### config.mk
export PLATFORM = sky130hd
export DESIGN_NAME = binary_to_decimal_ascii_flat
export DESIGN_NICKNAME = d
export VERILOG_FILES = /design/src/bda_pkg.sv /design/src/bda_in_if.sv /design/src/bda_out_if.sv /design/src/bda_ctrl.sv /design/src/bda_datapath.sv /design/src/binary_to_decimal_ascii.sv /design/src/flat_wrapper.sv
export SDC_FILE = /design/constraint.sdc
export NUM_CORES = 1
export LEC_CHECK = 0
export BUFFER_PORTS_ARGS = -buffer_cell sky130_fd_sc_hd__buf_2
export CAP_MARGIN = 10
export CORE_MARGIN = 5
export CORE_UTILIZATION = 45
export CTS_CLUSTER_DIAMETER = 120
export CTS_CLUSTER_SIZE = 14
export DETAILED_ROUTE_END_ITERATION = 12
export PLACE_DENSITY_LB_ADDON = 0.25
export SYNTH_ARGS = -nofsm -noshare
export SYNTH_HDL_FRONTEND = slang
export SYNTH_SLANG_ARGS = --single-unit
### constraint.sdc
create_clock -name clk -period 10.5 [get_ports clk]
set_clock_uncertainty 0.2 [all_clocks]
set_input_delay 0.525 -clock clk [delete_from_list [all_inputs] [get_ports clk]]
set_output_delay 0.525 -clock clk [all_outputs]
set_load 0.005 [all_outputs]
### src/bda_pkg.sv
`default_nettype none

package bda_pkg;

    localparam int unsigned DIGIT_COUNT = 10;
    localparam int unsigned IDX_W       = 4;
    localparam int unsigned WIDE_W      = 34;

    localparam logic [IDX_W-1:0] LAST_IDX = 4'd9;
    localparam logic [IDX_W-1:0] DONE_IDX = 4'd10;

    localparam logic [7:0] CHAR_ZERO  = 8'h30;
    localparam logic [7:0] CHAR_NINE  = 8'h39;
    localparam logic [7:0] CHAR_POINT = 8'h2E;

    typedef enum logic [1:0] {
        SEL_DIGIT = 2'd0,
        SEL_POINT = 2'd1,
        SEL_ZERO  = 2'd2
    } char_sel_t;

    typedef struct packed {
        logic      load;
        logic      push;
        char_sel_t sel;
        logic      last;
    } bda_cmd_t;

    typedef struct packed {
        logic out_free;
        logic zero;
        logic point_here;
        logic last_digit;
        logic digits_done;
    } bda_status_t;

    // Decimal weight of the digit at a given place, most significant place first.
    function automatic logic [WIDE_W-1:0] dec_weight(input logic [IDX_W-1:0] idx);
        logic [WIDE_W-1:0] w;
        case (idx)
            4'd0:    w = 34'd1000000000;
            4'd1:    w = 34'd100000000;
            4'd2:    w = 34'd10000000;
            4'd3:    w = 34'd1000000;
            4'd4:    w = 34'd100000;
            4'd5:    w = 34'd10000;
            4'd6:    w = 34'd1000;
            4'd7:    w = 34'd100;
            4'd8:    w = 34'd10;
            4'd9:    w = 34'd1;
            default: w = '0;
        endcase
        return w;
    endfunction

    // Place of the leading digit; zero starts at the units place.
    function automatic logic [IDX_W-1:0] lead_index(input logic [31:0] value);
        logic [IDX_W-1:0] idx;
        idx = LAST_IDX;
        for (int i = DIGIT_COUNT - 1; i >= 0; i--) begin
            if ({2'b00, value} >= dec_weight(IDX_W'(i))) begin
                idx = IDX_W'(i);
            end
        end
        return idx;
    endfunction

endpackage

`default_nettype wire

### src/bda_in_if.sv
`default_nettype none

interface bda_in_if;
    logic        valid;
    logic        ready;
    logic [31:0] value;
    logic        point_enable;
    logic [3:0]  point_position;

    modport source (output valid, output value, output point_enable,
                     output point_position, input ready);
    modport sink   (input valid, input value, input point_enable,
                     input point_position, output ready);
endinterface

`default_nettype wire

### src/bda_out_if.sv
`default_nettype none

interface bda_out_if;
    logic       valid;
    logic       ready;
    logic [7:0] text_char;
    logic       last_char;

    modport source (output valid, output text_char, output last_char, input ready);
    modport sink   (input valid, input text_char, input last_char, output ready);
endinterface

`default_nettype wire

### src/bda_ctrl.sv
`default_nettype none

module bda_ctrl (
    input  wire logic                 clk,
    input  wire logic                 rst_n,
    input  wire logic                 in_valid,
    output logic                      in_ready,
    input  wire bda_pkg::bda_status_t status,
    output bda_pkg::bda_cmd_t         cmd
);
    import bda_pkg::*;

    typedef enum logic [3:0] {
        ST_IDLE  = 4'b0001,
        ST_DIGIT = 4'b0010,
        ST_POINT = 4'b0100,
        ST_TAIL  = 4'b1000
    } state_t;

    state_t state_reg;
    state_t state_next;

    always_ff @(posedge clk or negedge rst_n)
    begin
        if (!rst_n)
        begin
            state_reg <= ST_IDLE;
        end
        else
        begin
            state_reg <= state_next;
        end
    end

    always_comb
    begin
        state_next = state_reg;
        in_ready   = 1'b0;
        cmd.load   = 1'b0;
        cmd.push   = 1'b0;
        cmd.sel    = SEL_DIGIT;
        cmd.last   = 1'b0;
        case (state_reg)
            ST_IDLE:
            begin
                in_ready = 1'b1;
                if (in_valid)
                begin
                    cmd.load   = 1'b1;
                    state_next = ST_DIGIT;
                end
            end
            ST_DIGIT:
            begin
                if (status.out_free)
                begin
                    cmd.push = 1'b1;
                    cmd.sel  = SEL_DIGIT;
                    cmd.last = status.last_digit && !status.point_here;
                    if (status.point_here)
                    begin
                        state_next = ST_POINT;
                    end
                    else if (status.last_digit)
                    begin
                        state_next = ST_IDLE;
                    end
                end
            end
            ST_POINT:
            begin
                if (status.out_free)
                begin
                    cmd.push = 1'b1;
                    cmd.sel  = SEL_POINT;
                    cmd.last = status.digits_done && !status.zero;
                    if (!status.digits_done)
                    begin
                        state_next = ST_DIGIT;
                    end
                    else if (status.zero)
                    begin
                        state_next = ST_TAIL;
                    end
                    else
                    begin
                        state_next = ST_IDLE;
                    end
                end
            end
            ST_TAIL:
            begin
                if (status.out_free)
                begin
                    cmd.push   = 1'b1;
                    cmd.sel    = SEL_ZERO;
                    cmd.last   = 1'b1;
                    state_next = ST_IDLE;
                end
            end
            default:
            begin
                state_next = ST_IDLE;
            end
        endcase
    end

endmodule

`default_nettype wire

### src/bda_datapath.sv
`default_nettype none

module bda_datapath (
    input  wire logic              clk,
    input  wire logic              rst_n,
    input  wire logic [31:0]       value,
    input  wire logic              point_enable,
    input  wire logic [3:0]        point_position,
    input  wire bda_pkg::bda_cmd_t cmd,
    output bda_pkg::bda_status_t   status,
    bda_out_if.source              text
);
    import bda_pkg::*;

    logic [31:0]      rem_reg;
    logic [IDX_W-1:0] idx_reg;
    logic             pe_reg;
    logic [3:0]       pos_reg;
    logic             zero_reg;
    logic             out_valid_reg;
    logic [7:0]       char_reg;
    logic             last_reg;

    logic [WIDE_W-1:0] weight;
    logic [WIDE_W-1:0] multiple [0:DIGIT_COUNT-1];
    logic [3:0]        digit;
    logic [31:0]       rem_next;
    logic [7:0]        char_next;

    // One decimal digit per step: compare the remainder against all nine
    // multiples of the current weight and take the largest that fits.
    always_comb
    begin
        weight = dec_weight(idx_reg);
        digit  = 4'd0;
        for (int k = 0; k < DIGIT_COUNT; k++)
        begin
            multiple[k] = weight * WIDE_W'(k);
        end
        for (int k = 1; k < DIGIT_COUNT; k++)
        begin
            if ({2'b00, rem_reg} >= multiple[k])
            begin
                digit = 4'(k);
            end
        end
        rem_next = rem_reg - multiple[digit][31:0];
    end

    always_comb
    begin
        case (cmd.sel)
            SEL_DIGIT: char_next = CHAR_ZERO + {4'b0000, digit};
            SEL_POINT: char_next = CHAR_POINT;
            SEL_ZERO:  char_next = CHAR_ZERO;
            default:   char_next = CHAR_ZERO;
        endcase
    end

    assign status.out_free    = !out_valid_reg || text.ready;
    assign status.zero        = zero_reg;
    assign status.last_digit  = (idx_reg == LAST_IDX);
    assign status.digits_done = (idx_reg == DONE_IDX);
    assign status.point_here  = pe_reg &&
        (zero_reg || ((pos_reg <= LAST_IDX) && (idx_reg == LAST_IDX - pos_reg)));

    always_ff @(posedge clk)
    begin
        if (cmd.load)
        begin
            rem_reg  <= value;
            idx_reg  <= lead_index(value);
            pe_reg   <= point_enable;
            pos_reg  <= point_position;
            zero_reg <= (value == 32'd0);
        end
        else if (cmd.push && (cmd.sel == SEL_DIGIT))
        begin
            rem_reg <= rem_next;
            idx_reg <= idx_reg + 4'd1;
        end
        if (cmd.push)
        begin
            char_reg <= char_next;
            last_reg <= cmd.last;
        end
    end

    always_ff @(posedge clk or negedge rst_n)
    begin
        if (!rst_n)
        begin
            out_valid_reg <= 1'b0;
        end
        else if (cmd.push)
        begin
            out_valid_reg <= 1'b1;
        end
        else if (text.ready)
        begin
            out_valid_reg <= 1'b0;
        end
    end

    assign text.valid     = out_valid_reg;
    assign text.text_char = char_reg;
    assign text.last_char = last_reg;

endmodule

`default_nettype wire

### src/binary_to_decimal_ascii.sv
`default_nettype none

// Binary to decimal text converter.
// The number channel takes one transaction per conversion: a 32-bit unsigned
// value, a point enable and a point position (digits after the point).
// The text channel returns the decimal characters, most significant first,
// one transaction per character, with leading zeros suppressed. The final
// character of each conversion carries last_char. A zero value gives "0",
// or "0.0" when the point is enabled. A point that would fall above the
// leading digit is dropped; position 0 gives a trailing point.
// The number is first loaded into the remainder and place registers; the
// first character is then registered in the output register. One character
// leaves per cycle while the receiver is ready, 1 to 11 per conversion. The
// digit unit produces one decimal digit per cycle when the output is free,
// from parallel compares against the nine multiples of the current weight.
// The number channel is ready only between conversions. When the receiver
// stalls, the output register holds its character and the sequencer waits;
// nothing is lost or repeated. Reset clears the sequencer and the output
// valid flag; the datapath registers are not reset.
module binary_to_decimal_ascii (
    input  wire logic clk,
    input  wire logic rst_n,
    bda_in_if.sink    number,
    bda_out_if.source text
);
    import bda_pkg::*;

    bda_cmd_t    cmd;
    bda_status_t status;

    // Sequencer: walks the digit, point and trailing-zero steps.
    bda_ctrl u_ctrl (
        .clk      (clk),
        .rst_n    (rst_n),
        .in_valid (number.valid),
        .in_ready (number.ready),
        .status   (status),
        .cmd      (cmd)
    );

    // Remainder, digit extraction and the output register.
    bda_datapath u_datapath (
        .clk            (clk),
        .rst_n          (rst_n),
        .value          (number.value),
        .point_enable   (number.point_enable),
        .point_position (number.point_position),
        .cmd            (cmd),
        .status         (status),
        .text           (text)
    );

endmodule

`default_nettype wire

### src/flat_wrapper.sv
// flat-port wrapper written by rule: the top's interface ports become plain ports
module binary_to_decimal_ascii_flat import bda_pkg::*;
  (clk, rst_n, number_valid, number_value, number_point_enable, number_point_position, number_ready, text_valid, text_text_char, text_last_char, text_ready);
  bda_in_if number_i ();
  bda_out_if text_i ();
  input  wire logic clk;
  input  wire logic rst_n;
  input wire logic [$bits(number_i.valid)-1:0] number_valid;
  input wire logic [$bits(number_i.value)-1:0] number_value;
  input wire logic [$bits(number_i.point_enable)-1:0] number_point_enable;
  input wire logic [$bits(number_i.point_position)-1:0] number_point_position;
  output wire logic [$bits(number_i.ready)-1:0] number_ready;
  output wire logic [$bits(text_i.valid)-1:0] text_valid;
  output wire logic [$bits(text_i.text_char)-1:0] text_text_char;
  output wire logic [$bits(text_i.last_char)-1:0] text_last_char;
  input wire logic [$bits(text_i.ready)-1:0] text_ready;
  assign number_i.valid = number_valid;
  assign number_i.value = number_value;
  assign number_i.point_enable = number_point_enable;
  assign number_i.point_position = number_point_position;
  assign number_ready = number_i.ready;
  assign text_valid = text_i.valid;
  assign text_text_char = text_i.text_char;
  assign text_last_char = text_i.last_char;
  assign text_i.ready = text_ready;
  binary_to_decimal_ascii u_core (.clk(clk), .rst_n(rst_n), .number(number_i), .text(text_i));
endmodule
Yosys cells after proc, flatten, opt, wreduce, memory -nomap -nowiden
Memory sizes are Yosys's and may differ from the RTL's. A register that Yosys moved wholly into a read port is not among the register bits.
Index checks and enable logic that the tools add are counted.
- equal/unequal tests: 13
- $lt $le $gt $ge: 20
- bitwise operators: 1
- $mul: 5
- mux-type cells: 54
- add/subtract/negate cells: 4
- reduce and logical (&&, ||, !) cells: 15
- operators with widths (kind ; number):
    $ge A32 B34 Y1 ; 18
    $mux W34 ; 9
    $bmux W34 S4 ; 1
    $mux W32 ; 4
    $mux W4 ; 29
    $mul A34 B3 Y34 const B ; 2
    $mul A34 B2 Y33 const B ; 1
    $mul A34 B2 Y34 const B ; 1
    $mul A34 B4 Y34 const B ; 1
    $logic_not A32 Y1 ; 1
    $sub A32 B32 Y32 ; 1
    $pmux W4 S4 ; 1
    $pmux W7 S2 ; 1
    $eq A4 B4 Y1 const B ; 3
    $pmux W4 S3 ; 1
    $add A6 B4 Y7 const A ; 1
    $mux W1 ; 7
    $ne A2 B1 Y1 const B ; 3
    $ge A5 B5 Y1 const B ; 1
    $logic_and A1 B1 Y1 ; 5
    $not A4 Y5 ; 1
    $reduce_and A5 Y1 ; 1
    $add A4 B1 Y4 const B ; 1
    $eq A4 B1 Y1 const B ; 1
    other kinds (13) ; 17
- memories kept: 1
- register bits after elaboration: 56
- logic and storage cells: 122
- bits in read-only memories: 480
- memories (memory ; words ; width ; rd ports ; clocked after memory_dff ; write ports ; line ; text):
    (name not given) ; 16 ; 30 ; 1 ; 1 ; 0 ; bda_pkg.sv:40 ; case (idx)

Depth between registers and ports, before layout
- depth after elaboration: 17
- mapped depth: 46
- depth with buffers taken out: 43

Modules after synthesis
A second synthesis with hierarchy kept.
- cells, all modules: 2378
- area, all modules: 19089.6 um2
- modules (own cells, without submodules) (module ; cells an instance ; seq. area each (um2) ; times used ; area an instance (um2)):
    bda_datapath ; 2331 ; 1926.8 ; 1 ; 18685.4
    bda_ctrl ; 47 ; 101.3 ; 1 ; 404.1

Worst setup path after synthesis
Ideal clock, no wire load.
- path type: flip-flop to flip-flop
- from: register u_core.u_datapath.weight[28] (netlist name)
- to: register u_core.u_datapath.rem_reg[31] (data pin)
- period minus slack after synthesis: 9.676 ns
- path slack: 0.824 ns
- stages on the path, launching flop included: 44
- data required time: 10.040 ns
- library setup time: 0.260 ns
- data arrival time: 9.216 ns
- path buffers: 1
- cell sequence: dfxtp_1 ha_1 ha_1 a21o_1 a211oi_1 nand2_1 o21ai_0 a2111oi_0 o21ai_0 a211oi_1 or3_1 and2_1 o21ai_0 xnor2_1 inv_1 ha_1 a21oi_1 nor2b_1 [... 8 more ...] nor2_4 buf_4 a211oi_1 a211o_1 ha_1 o21a_1 o21a_1 o22ai_1 a31oi_1 a31oi_1 o21ai_0 o41a_1 a211oi_1 nor2_1 a21o_1 a21oi_1 xnor3_1 mux2_2
- longest elaborated chain between the ends: 17
- RTL lines (element ; line ; text):
    parallel branches: the longest is 11 deep, another holds $mul A34 B2 Y34 ; -- ;
    $bmux W34 S4 (*) ; bda_datapath.sv:47 ; rem_next = rem_reg - multiple[digit][31:0];
    $mux W32 (implied by the code) (*) (2 in a row) ; bda_datapath.sv:47 ;
    $sub A32 B32 Y32 (*) ; bda_datapath.sv:47 ;
    $mux W32 (*) ; bda_datapath.sv:77 ; else if (cmd.push && (cmd.sel == SEL_DIGIT))
    $mux W32 (*) ; bda_datapath.sv:69 ; if (cmd.load)
    end signal, assigned ; bda_datapath.sv:71 ; rem_reg <= value;
    end signal, assigned ; bda_datapath.sv:79 ; rem_reg <= rem_next;
    end, declared ; bda_datapath.sv:15 ; logic [31:0] rem_reg;
Every way passes the cells marked *. The select of a mux whose other input is x is not followed.
A chain may end at the register's enable or synchronous reset.

Final worst setup path
- from: register u_core.u_datapath.weight[1] (netlist name)
- to: register u_core.u_datapath.rem_reg[31] (data pin)
- longest elaborated chain between the ends: 17
- RTL lines (element ; line):
    parallel branches: the longest is 11 deep, another holds $mul A34 B2 Y34 ; --
    $bmux W34 S4 (*) ; bda_datapath.sv:47
    $mux W32 (implied by the code) (*) (2 in a row) ; bda_datapath.sv:47
    $sub A32 B32 Y32 (*) ; bda_datapath.sv:47
    $mux W32 (*) ; bda_datapath.sv:77
    $mux W32 (*) ; bda_datapath.sv:69
Marks and branches as above.

==> reports/qor.yml <==
status:
  status: "complete, no violations"
logic_synthesis:
  avgSynthCellArea_um2: 8.04
  synth_enable_flop_cells: 48
  async_reset_ff_frac: 0.0658
  synth_top_family_by_area: "adder cells"
  synthFlopType: "edfxtp_1"
  netlist_area_mm2: 0.0189
  muxShareOfSynthArea: 0.0211
  yosysSeqAreaShare: 0.107
  synth.distinct_cells: 95
  synth-adder-area-share: 0.316
  synth_seq_cells: 76
  synth_xor_area_frac: 0.0572
  synth-simple-area-share: 0.177
  synth_compound_area_frac: 0.281
  synthesis.instances: 2355
  ys.warnings.count: 0
floorplan:
  pin_count: 52
  core_area_mm2: 0.0418
  start_util: 0.453
  dieHeight_um: 215
  rows: 75
  dieArea_mm2: 0.0463
  fp.dieW_um: 215
layout:
  largest_reg_flops: 32
  final_nets: 3032
  layout_commonest_cell: "ha_1"
  n_antenna_cell: 0
  fillers: 4003
  final_layout_size_suffix_gt1_frac: 0.120
  final_cell_mix: "433 x ha_1, 196 x a21oi_1, 179 x nand2_1, 168 x nor2_1, 166 x buf_4"
  final_core_util: 0.511
  area_delta_synth_final_pct: 12.7
sta:
  tightest_slew_ps: 1140
  hold_viol_final: 0
  timing_max_transition_violations_final: 0
  finalSetupViolCount: 0
  max_freq_ghz: 0.0988
  relSlewSlack: 0.218
  fin_setup_tns_ps: 0
  finalCritPeriodShare: 0.964
  fin_hold_ws_ps: 116
  period_minus_slack_ps: 10120
clock_network:
  cts.clk_slew.worst_paths_ps: 70
  cts_tree: "done"
  clock_latency_ps: 380
  htree_levels: 3
  numClockSinks: 76
  cts_root_buf: "clkbuf_16"
  cts_buffers: 9
  ctsLongestPathBuffers: 2
critical_path:
  critical_path_arrival_ps: 10060
  crit_top_cell: "o21ai_1"
  critPathSlowestCell: "fa_1"
  crit_path_end: "u_core.u_datapath.rem_reg[31]"
  critPathMaxStageDelay_ps: 410
  critical_path_required_ps: 10440
  ff2ff_path_depth: 46
  end_kind: "flip-flop"
  r2r_slack_ps: 380
  crit-reg2reg-capture: "u_core.u_datapath.rem_reg[31]"
  critical_path.startpoint: "u_core.u_datapath.weight[1]"
  r2r_start: "u_core.u_datapath.weight[1]"
  path_class: "reg2reg"
  cp-start-kind: "flip-flop"
  critPathMaxFanout: 8
placement:
  io_buffers: 48
  dp_hpwl_mm: 59.6
  place_congestion: 1.01
worst_hold_path:
  hp-start: "number_point_enable"
  min_path_type: "in2reg"
drt:
  dr.pass1.iters: 6
  viasPerCell: 6.39
  vias: 19600
  drtIter0Drc: 1590
  wl_per_cell_um: 23.4
  ant_nets: 0
  drt_wl_total_mm: 71.8
  remaining_drc_errors: 0
grt:
  antenna_found_initial: 0
  grt_max_degree: 43
  overflow: 0
  grt_first_pass_wirelength_mm: 109
  gr-usage-all-layers: 0.297
  grt_pass1_vias: 18900
flow_run:
  drv_cap: 0
how the worst min path moves through the flow:
stage | to | depth (start not counted)
global placement | u_core.u_ctrl.state_reg[2] | 1
detailed placement | u_core.u_ctrl.state_reg[1] | 1
floorplan | u_core.u_ctrl.state_reg[1] | 0
global route | u_core.u_datapath.pos_reg[0] | 1
CTS | u_core.u_datapath.pos_reg[0] | 1
finish | u_core.u_datapath.pe_reg | 1
layer usage:
layer  global-route usage  vias up  wire length [um]
met5                    0        -                 0
met4               0.0945        0              2350
met3               0.0338      122              4650
met2                0.478      762             32100
met1                0.419     9437             32700
li1                     -     9314                 -
per-stage QoR:
step,setup slack (ps),std cells,area (um2)
after floorplan,824,2356,18900
after global placement,-108,3050,20800
after detailed placement,-171,3050,20800
after CTS,11.7,3070,21200
after global routing,-44.0,3074,21300
final,381,3074,21300
synth_stat cells (all sizes together), types with 19 or more instances:
master / instances / area, um2
o31ai: 22 / 175
a211o: 19 / 166
mux2i: 32 / 320
ha: 433 / 5420
a21o: 107 / 803
a211oi: 35 / 263
nand4: 47 / 294
fa: 28 / 561
nor2: 170 / 646
buf: 32 / 233
a31oi: 19 / 134
inv: 113 / 424
edfxtp: 48 / 1440
nor3: 44 / 220
clkbuf: 27 / 101
nand3: 82 / 410
a21oi: 198 / 991
dfxtp: 23 / 460
nand2: 181 / 679
nand2b: 38 / 238
o21ai: 165 / 841
o211ai: 44 / 344
xor2: 47 / 412
o21a: 36 / 270
xnor2: 74 / 648
nor2b: 25 / 156
kinds of logic after synthesis:
kind of cell,after synthesis
compound gates,792
xor+xnor,122
fa+ha+maj,462
buf+inv,173
flops,76
mux,39
other cells,2
simple gates,689
worst max-delay path: cells and delay by family (launching register included):
| kind | cells | cell delay [ps] |
|---|---|---|
| AOI/OAI and AO/OA | 24 | 4720 |
| adders and majority gates | 5 | 1550 |
| and+or+nand+nor | 9 | 1500 |
| buffers and inverters | 5 | 730 |
| xor gates and xnor gates | 2 | 600 |
| DFF | 1 | 330 |
| muxes | 1 | 260 |
repair_timing:
item | CTS | global route
pin swaps | 1 | 11
hold endpoints to repair | 5 | 0
hold buffers | 1 | 0
gates resized for setup | 1 | 43
buffers inserted | 3 | 4
endpoints found under the setup margin | 4 | 12
layout make-up:
class / count / area [um2] / area share
clock inverters: 7 / 90.1 / 0.00422
well taps: 539 / 674 / 0.0316
repair buffers: 222 / 1600 / 0.0750
multi-input cells: 2107 / 16300 / 0.763
inverters: 114 / 428 / 0.0200
clock buffers: 9 / 225 / 0.0106
flip-flops and latches: 76 / 2030 / 0.0953
Power is left out: the tool's default activity adds up to more than one toggle a clock period on the data nets, which glitch-free logic cannot reach.
